## config.mk

```make
export PLATFORM = sky130hd
export DESIGN_NAME = sorted_priority_queue
export DESIGN_NICKNAME = d
export VERILOG_FILES = /design/src/rtl/core/spq_pkg.sv /design/src/rtl/core/spq_cell.sv /design/src/rtl/core/sorted_priority_queue.sv
export SDC_FILE = /design/constraint.sdc
export NUM_CORES = 2
export LEC_CHECK = 0
export BUFFER_PORTS_ARGS = -buffer_cell sky130_fd_sc_hd__buf_2
export CORE_ASPECT_RATIO = 1.4
export CORE_MARGIN = 2
export CORE_UTILIZATION = 50
export CTS_CLUSTER_SIZE = 25
export DETAILED_ROUTE_END_ITERATION = 10
export PLACE_DENSITY = 0.7
export SLEW_MARGIN = 20
export SYNTH_ARGS = -nofsm -noshare
export SYNTH_HDL_FRONTEND = slang
export SYNTH_SLANG_ARGS = --single-unit
```

## constraint.sdc

```tcl
create_clock -name clk -period 10.45 [get_ports clk]
set_input_delay 1.045 -clock clk [delete_from_list [all_inputs] [get_ports clk]]
set_output_delay 1.045 -clock clk [all_outputs]
set_load 0.1 [all_outputs]
```

## src/rtl/core/spq_pkg.sv

```systemverilog
// Shared types, codes and sizes for the sorted priority queue.
package spq_pkg;

	localparam int unsigned QUEUE_DEPTH = 16;
	localparam int unsigned CNT_W = $clog2(QUEUE_DEPTH + 1);
	localparam int unsigned KEY_W = 32;
	localparam int unsigned TAG_W = 8;
	localparam int unsigned OCC_W = 5;
	localparam int unsigned STATUS_W = 2;

	localparam logic OP_INSERT = 1'b0;
	localparam logic OP_REMOVE = 1'b1;

	localparam logic [STATUS_W-1:0] ST_OK = 2'd0;
	localparam logic [STATUS_W-1:0] ST_EMPTY = 2'd1;
	localparam logic [STATUS_W-1:0] ST_FULL = 2'd2;

	typedef struct packed {
		logic signed [KEY_W-1:0] key;
		logic [TAG_W-1:0] tag;
	} entry_t;

	typedef struct packed {
		logic ins;
		logic rem;
		logic max_first;
		logic signed [KEY_W-1:0] key;
		logic [TAG_W-1:0] tag;
	} cmd_t;

endpackage

```

## src/rtl/core/spq_cell.sv

```systemverilog
// One storage cell of the sorted queue: holds an entry and shifts with its neighbors.
module spq_cell (
	input  logic             clk,
	input  spq_pkg::cmd_t    cmd,
	input  logic             valid,
	input  spq_pkg::entry_t  left,
	input  spq_pkg::entry_t  right,
	input  logic             found_in,
	output logic             found_out,
	output spq_pkg::entry_t  entry_q
);

	logic ahead;
	logic place;

	always_comb begin
		if (cmd.max_first) begin
			ahead = (cmd.key >= entry_q.key);
		end else begin
			ahead = (cmd.key <= entry_q.key);
		end
		place = !valid || ahead;
		found_out = found_in || place;
	end

	// An insert shifts away from the head past the insertion point, a remove toward it.
	always_ff @(posedge clk) begin
		if (cmd.ins) begin
			if (found_in) begin
				entry_q <= left;
			end else if (place) begin
				entry_q.key <= cmd.key;
				entry_q.tag <= cmd.tag;
			end
		end else if (cmd.rem) begin
			entry_q <= right;
		end
	end

endmodule

```

## src/rtl/core/sorted_priority_queue.sv

```systemverilog
// Top level of the sorted priority queue: a row of cells, the entry count and the result register.
// The queue holds up to QUEUE_DEPTH entries sorted so that cell 0 is the head, and takes one
// insert or remove beat per cycle unless a held result stalls it; its result appears on the master
// side in the cycle after the beat is accepted, and a new beat is taken while the previous result is
// being taken. Every cell compares the new key with its own in parallel, and the insertion point is
// found by a flag that ripples through the row of cells, which sets the length of the cycle.
module sorted_priority_queue (
	input  logic        clk,
	input  logic        arst_n,
	input  logic        cfg_valid,
	output logic        cfg_ready,
	input  logic        cfg_data,    // order_max_first
	input  logic        s_tvalid,
	output logic        s_tready,
	input  logic [39:0] s_tdata,     // key[31:0], tag[39:32]
	input  logic        s_tuser,     // mode
	output logic        m_tvalid,
	input  logic        m_tready,
	output logic [47:0] m_tdata,     // out_key[31:0], out_tag[39:32], occupancy[44:40], zero
	output logic [1:0]  m_tuser      // status
);

	logic order_q;
	logic [spq_pkg::CNT_W-1:0] cnt_q;
	logic m_valid_q;
	logic signed [spq_pkg::KEY_W-1:0] out_key_q;
	logic [spq_pkg::TAG_W-1:0] out_tag_q;
	logic [spq_pkg::STATUS_W-1:0] status_q;

	logic accept;
	logic full;
	logic empty;
	spq_pkg::cmd_t cmd;
	spq_pkg::entry_t ent [spq_pkg::QUEUE_DEPTH];
	logic [spq_pkg::QUEUE_DEPTH:0] found;
	spq_pkg::entry_t new_entry;

	assign cfg_ready = 1'b1;
	assign s_tready = !m_valid_q || m_tready;
	assign accept = s_tvalid && s_tready;
	assign full = (cnt_q == spq_pkg::CNT_W'(spq_pkg::QUEUE_DEPTH));
	assign empty = (cnt_q == '0);

	always_comb begin
		cmd.ins = accept && (s_tuser == spq_pkg::OP_INSERT) && !full;
		cmd.rem = accept && (s_tuser == spq_pkg::OP_REMOVE) && !empty;
		cmd.max_first = order_q;
		cmd.key = s_tdata[31:0];
		cmd.tag = s_tdata[39:32];
		new_entry.key = s_tdata[31:0];
		new_entry.tag = s_tdata[39:32];
	end

	assign found[0] = 1'b0;

	for (genvar i = 0; i < spq_pkg::QUEUE_DEPTH; i++) begin : g_cell
		spq_pkg::entry_t left_e;
		spq_pkg::entry_t right_e;
		if (i == 0) begin : g_first
			assign left_e = new_entry;
		end else begin : g_mid_l
			assign left_e = ent[i-1];
		end
		if (i == spq_pkg::QUEUE_DEPTH - 1) begin : g_last
			assign right_e = '0;
		end else begin : g_mid_r
			assign right_e = ent[i+1];
		end
		spq_cell u_cell (
			.clk       (clk),
			.cmd       (cmd),
			.valid     (cnt_q > spq_pkg::CNT_W'(i)),
			.left      (left_e),
			.right     (right_e),
			.found_in  (found[i]),
			.found_out (found[i+1]),
			.entry_q   (ent[i])
		);
	end

	always_ff @(posedge clk or negedge arst_n) begin
		if (!arst_n) begin
			order_q <= 1'b0;
			cnt_q <= '0;
			m_valid_q <= 1'b0;
		end else begin
			if (cfg_valid && cfg_ready) begin
				order_q <= cfg_data;
			end
			if (cmd.ins) begin
				cnt_q <= cnt_q + 1'b1;
			end else if (cmd.rem) begin
				cnt_q <= cnt_q - 1'b1;
			end
			if (accept) begin
				m_valid_q <= 1'b1;
			end else if (m_tready) begin
				m_valid_q <= 1'b0;
			end
		end
	end

	always_ff @(posedge clk) begin
		if (accept) begin
			out_key_q <= '0;
			out_tag_q <= '0;
			status_q <= spq_pkg::ST_OK;
			if (s_tuser == spq_pkg::OP_REMOVE) begin
				if (empty) begin
					status_q <= spq_pkg::ST_EMPTY;
				end else begin
					out_key_q <= ent[0].key;
					out_tag_q <= ent[0].tag;
				end
			end else if (full) begin
				status_q <= spq_pkg::ST_FULL;
			end
		end
	end

	assign m_tvalid = m_valid_q;
	assign m_tdata = {3'b000, spq_pkg::OCC_W'(cnt_q), out_tag_q, out_key_q};
	assign m_tuser = status_q;

`ifndef SYNTHESIS
	a_cnt_bound: assert property (@(posedge clk) disable iff (!arst_n)
		cnt_q <= spq_pkg::CNT_W'(spq_pkg::QUEUE_DEPTH))
		else $error("entry count beyond queue depth");

	a_empty_flag: assert property (@(posedge clk) disable iff (!arst_n)
		(accept && s_tuser == spq_pkg::OP_REMOVE && empty)
		|=> (m_tvalid && m_tuser == spq_pkg::ST_EMPTY))
		else $error("remove on empty queue not flagged");

	a_insert_count: assert property (@(posedge clk) disable iff (!arst_n)
		(accept && s_tuser == spq_pkg::OP_INSERT && !full)
		|=> (cnt_q == $past(cnt_q) + 1'b1))
		else $error("insert did not advance the entry count");

	a_full_hold: assert property (@(posedge clk) disable iff (!arst_n)
		(accept && s_tuser == spq_pkg::OP_INSERT && full)
		|=> ($stable(cnt_q) && m_tuser == spq_pkg::ST_FULL))
		else $error("insert on full queue changed the queue");
`endif

endmodule

```

# Word-level counts from Yosys, hierarchy flattened

Cells that the tools add are included.

Reductions and logical operators: 75
Multiply operators: 0
Mux-type cells: 86
Add/subtract/negate cells: 2
Bitwise gates (word level): 1
$lt $le $gt $ge: 48
Div/mod/pow operators: 0
Eq/ne operators: 17
Shift operators: 0

Operators with widths:

| operator                                                                         | number |
|---|---|
| 40-bit 2-to-1 mux                                                                | 63 |
| 32-bit >= comparator                                                             | 16 |
| 32-bit less-or-equal comparator                                                  | 16 |
| 3-bit by 1-bit != test with 1-bit output (second input constant)                 | 15 |
| 5-bit by 4-bit greater-than comparator with 1-bit output (second input constant) | 8 |
| 2-bit AND reduction                                                              | 16 |
| 1-bit logical OR                                                                 | 31 |
| 5-bit by 3-bit greater-than comparator with 1-bit output (second input constant) | 4 |
| 1-bit zero test                                                                  | 19 |
| 1-bit 2-to-1 mux                                                                 | 19 |
| 5-bit by 1-bit greater-than comparator with 1-bit output (second input constant) | 2 |
| 5-bit by 2-bit greater-than comparator with 1-bit output (second input constant) | 2 |
| 5-bit 2-to-1 mux                                                                 | 2 |
| 5-bit by 1-bit adder with 5-bit output (second input constant)                   | 1 |
| 5-bit == test (second input constant)                                            | 1 |
| 1-bit logical AND                                                                | 5 |
| 5-bit zero test                                                                  | 1 |
| 5-bit by 1-bit subtractor with 5-bit output (second input constant)              | 1 |
| 2-bit 2-to-1 mux                                                                 | 2 |
| 2-bit nonzero test                                                               | 2 |
| 2-bit by 1-bit != test with 1-bit output (second input constant)                 | 1 |
| 2-bit OR reduction                                                               | 1 |
| 1-bit NOT                                                                        | 1 |

Bits in writable memories: 0
ROM bits: 0
Output and inout bits: 53
Memories: 0
Latch bits: 0
Bits in registers: 689

# Logic depth before layout (Yosys ltp)

Depth in word-level cells: 19
Mapped depth: 16
Gate-level depth less buffers: 12

# By module

A second synthesis with hierarchy kept.

Cells, all modules: 4,903
Area, all modules: 48,524.0 µm²

By module, submodules not included:

| module                | area an instance (µm²) | instances | cells each |
|---|---|---|---|
| spq_cell              | 2,892.8                | 16        | 295 |
| sorted_priority_queue | 2,239.6                | 1         | 183 |

# Least setup slack after synthesis

No wires, ideal clock.

Path type: in2reg
Start: input port s_tdata[0]
End: register g_cell[13].u_cell.entry_q[0] in the netlist's numbering (enable)
Stages: 14
Required time: 9.957 ns
Data arrival time: 6.545 ns
Slack: 3.412 ns
Path through: clkbuf_1 inv_1 ha_1 nor2b_1 o211ai_1 a2111oi_0 o31ai_1 o211a_1 xnor2_1 mux2_2 and4_1 clkbuf_1 buf_2 o21ai_0

Longest elaborated chain between the ends: 17
Elaborated cells between the ends (all ways): 70
Those cells by class: order compare (28); eq/ne (1); mux (14); reduce/logical (27)

Ends and longest elaborated chain:

| element                                                                        | RTL line                       | source |
|---|---|---|
| from (decl)                                                                    | sorted_priority_queue.sv:15    | `input logic [39:0] s_tdata,` |
| 32-bit less-or-equal comparator / 32-bit >= comparator (equally long branches) | spq_cell.sv:20, spq_cell.sv:18 |  |
| 1-bit 2-to-1 mux                                                               | spq_cell.sv:17                 | `if (cmd.max_first) begin` |
| 1-bit logical OR                                                               | spq_cell.sv:22                 | `place = !valid \|\| ahead;` |
| 1-bit logical OR (12 in series)                                                | spq_cell.sv:23                 | `found_out = found_in \|\| place;` |
| 3-bit by 1-bit != test with 1-bit output (no line) (*)                         | --                             |  |
| 2-bit AND reduction (no line) (*)                                              | --                             |  |
| to (signal assigned)                                                           | spq_cell.sv:30                 | `entry_q <= left;` |
| to (signal assigned)                                                           | spq_cell.sv:36                 | `entry_q <= right;` |
| to (decl)                                                                      | spq_cell.sv:10                 | `output spq_pkg::entry_t entry_q` |

Every way passes the cells marked *; elsewhere a longest branch is shown, timed or not.
A chain may end at the register's enable or synchronous reset.

# Worst setup path after layout

Start: input port s_tdata[11]
End: register g_cell[15].u_cell.entry_q[7] in the netlist's numbering (enable)

Longest elaborated chain between the ends: 19
Elaborated cells between the ends (all ways): 80
Those cells by class: order compare (32); eq/ne (1); mux (16); reduce/logical (31)

Ends and longest elaborated chain:

| element                                                                        | RTL line |
|---|---|
| 32-bit less-or-equal comparator / 32-bit >= comparator (equally long branches) | spq_cell.sv:20, spq_cell.sv:18 |
| 1-bit 2-to-1 mux                                                               | spq_cell.sv:17 |
| 1-bit logical OR                                                               | spq_cell.sv:22 |
| 1-bit logical OR (14 in series)                                                | spq_cell.sv:23 |
| 3-bit by 1-bit != test with 1-bit output (no line) (*)                         | -- |
| 2-bit AND reduction (no line) (*)                                              | -- |
| to (signal assigned)                                                           | spq_cell.sv:30 |
| to (signal assigned)                                                           | spq_cell.sv:36 |
| to (decl)                                                                      | spq_cell.sv:10 |

Marks and branches as above.

==> flow_summary.json <==
{
  "outcome": "finished, final reports clean",
  "cp.arrival_ps": 6700,
  "synth_area_leaders": "edfxtp_1 44%, ha_1 14%, mux2i_1 7.3%, nand2_1 5.0%, o21ai_0 4.6%",
  "path_class": "in -> reg",
  "yosysTopAreaCell": "edfxtp_1",
  "cts_setup_buffers": 0,
  "cts.path.max_buffers": 3,
  "max-vdd-ir-drop_v": 0.000159,
  "hold_viol": 0,
  "grt_pass1_wl_mm": 218,
  "reg2reg_from": "g_cell[0].u_cell.entry_q[39]",
  "grt_use_met1": 0.363,
  "final_max_slew_viol_count": 0,
  "tritoncts": "done",
  "final_common_cell": "edfxtp_1",
  "seq_area_frac_synth": 0.444,
  "rrSetupSlack_ps": 4200,
  "place_congestion": 0.948,
  "hold_buffers": 0,
  "fin_tns_setup_ps": 0,
  "nets": 5244,
  "dieArea_sq_um": 95600,
  "grt_remaining_overflow": 0,
  "die_w_microns": 262,
  "drive_above_1_share": 0.0653,
  "grt_use_met3": 0.0425,
  "grt-busiest-layer": "met2",
  "ys.flop_type": "edfxtp_1",
  "ys_types": 68,
  "cp_max_fo": 26,
  "drt-total-wl_mm": 147,
  "gr-usage-met2": 0.507,
  "yosys.area_share.simple": 0.127,
  "numCtsBuffers": 73,
  "synth_seq_cells": 689,
  "worst_pin_slew_ps": 1210,
  "stdcell_count": 5941,
  "placed_cells": 5809,
  "min_period_ps": 6340,
  "die_h_microns": 365,
  "yosys_warnings": 0,
  "core_area_sq_um": 92300,
  "antenna_cells": 0,
  "fillCellCount": 8175,
  "first_global_vias": 36168,
  "drt_iter0_drc": 4202,
  "synthAdderAreaFrac": 0.139,
  "fin_crit_sh": 0.606,
  "start_kind": "primary input",
  "synth_top_family_by_area": "compound AO/OA/AOI/OAI gates",
  "clock_sinks": 689,
  "dpl.hpwl_mm": 104,
  "max-slew-margin-rel": 0.171,
  "vias": 37364,
  "final_cell_mix": "682 x edfxtp_1, 602 x nand2_1, 523 x inv_1",
  "p_leak_nw": 22.8,
  "rr_worst_depth": 14,
  "syn_avg_cell_area_sq_um": 9.82,
  "path_clk_slew_ps": 60,
  "holdWs_ps": 196,
  "route.detailed.drc": 0,
  "fin_skew_ps": 27.5,
  "grt_max_degree": 257,
  "routedWlPerCell_microns": 24.8,
  "rows": 132,
  "start_util": 0.504,
  "crit_required_ps": 10810,
  "p_per_area_nw_per_um2": 183,
  "port_buffers": 95,
  "synth_edf_count": 682,
  "cts_root_buf": "clkbuf_16",
  "synth_mux_area_frac": 0.0734,
  "synth-xor-area-share": 0.00395,
  "area_growth_pct": 8.42,
  "io_pins": 100,
  "viasPerCell": 6.29,
  "maxCapViolations": 0,
  "drt_pre_antenna_iters": 6,
  "synthCells": 4739,
  "synthArstFlopShare": 0.0102,
  "post_cts_resize_count": 0,
  "setup-violations-final": 0,
  "hold_class": "in -> async",
  "rsz0062_at_grt": "false",
  "antenna_found_initial": 5,
  "synth-compound-area-share": 0.146,
  "grtUsageTotal": 0.305,
  "timing.fmax_ghz": 0.158,
  "r2r-end": "g_cell[12].u_cell.entry_q[19]",
  "end_kind": "flip-flop",
  "h-tree-depth": 3,
  "synth_area_sq_um": 46600,
  "ant_nets": 0,
  "clk_latency_ps": 680,
  "yosysTopAreaCellShare": 0.440
}
-- critical path, stage by stage --
cell and delay, ps:
buf_2 90, buf_4 240, ha_1 390, nand4_1 140
nor4_1 850, o21ai_0 250, a31oi_1 280, or3_1 140
and3_1 320, nor4b_4 580, nand4_1 280, or4_2 1050
o31a_2 610, buf_4 350
-- cell usage after synthesis (4+ instances only) --
cell and instances:
o221ai_1 159, o31a_1 5, buf_1 37, nor4_1 14
or2_2 5, ha_1 517, a211oi_1 26, a21oi_1 185
and2_1 4, a221o_1 8, and4_1 16, nand2_1 615
edfxtp_1 682, mux2i_1 339, and3_1 48, dfrtp_1 7
nand3_1 296, o311ai_0 34, nor2_1 99, a2111oi_0 10
nor3_1 28, nor2b_1 25, or3_1 9, a211o_1 7
clkbuf_1 234, nand4_1 97, o31ai_1 8, a221oi_1 7
buf_2 21, a21boi_0 6, xor2_1 6, nand2b_1 12
or4_1 5, o211a_1 5, buf_4 4, o21ai_0 427
inv_1 524, a31oi_1 13, o2111ai_1 4, a21o_1 59
xnor2_1 15, o21a_1 14, o211ai_1 59
-- layer usage --
metal  share of wire  wire length [microns]  vias to the layer above
met2            0.48                  69900                     1703
met3           0.073                  10800                      394
met1            0.37                  54800                    17936
li1                -                      -                    17327
met4           0.078                  11500                        4
met5         0.00093                    137                        -
-- per-stage QoR --
stage,setup slack [ps],power [W],cell area (sq um),utilization
after floorplan,3410,0.00564,46600,-
after global placement,3600,0.00647,48000,0.520
after detailed placement,3480,0.00654,48000,0.520
after CTS,4180,0.00922,50400,0.546
after global routing,3950,0.00964,50500,0.547
final,4110,0.00925,50500,0.547
-- how the worst max path moves through the flow --
stage	cells after the start	startpoint	to
final	14	s_tdata[11]	g_cell[15].u_cell.entry_q[7]
after CTS	14	s_tdata[9]	g_cell[15].u_cell.entry_q[7]
after detailed placement	14	s_tdata[9]	g_cell[15].u_cell.entry_q[3]
after floorplan	14	s_tdata[0]	g_cell[13].u_cell.entry_q[0]
after global placement	14	s_tdata[9]	g_cell[15].u_cell.entry_q[2]
after global routing	14	s_tdata[11]	g_cell[15].u_cell.entry_q[13]
-- cells by family after synthesis --
kind of cell | after synthesis
AOI/OAI and AO/OA | 1064
adders and majority gates | 517
buffers and inverters | 820
xor gates and xnor gates | 21
other | 2
muxes | 341
DFF | 689
and+or+nand+nor | 1285
-- layout make-up --
class / count / area [sq um] / share of cell area
Sequential cell: 689 / 20700 / 0.409
Clock inverter: 37 / 350 / 0.00694
Tap cell: 1206 / 1510 / 0.0299
Clock buffer: 93 / 2040 / 0.0404
Multi-Input combinational cell: 3232 / 22900 / 0.454
Timing Repair Buffer: 160 / 1040 / 0.0206
Inverter: 524 / 1970 / 0.0390
-- power breakdown --
part           internal, W  switching, W  total (W)  leakage [nW]
Combinational     0.000881       0.00180    0.00268          15.1
Clock              0.00153       0.00117    0.00270          1.17
Sequential         0.00358      0.000299    0.00388          6.60
-- registers in the layout, indices dropped and copies added, names as in the netlist --
| signal | count |
|---|---|
| g_cell.u_cell.entry_q | 640 |
| out_key_q | 32 |
| out_tag_q | 8 |
| cnt_q | 5 |
| m_tuser | 2 |
| m_tvalid | 1 |
| order_q | 1 |
(Power assumes the default switching activity.)
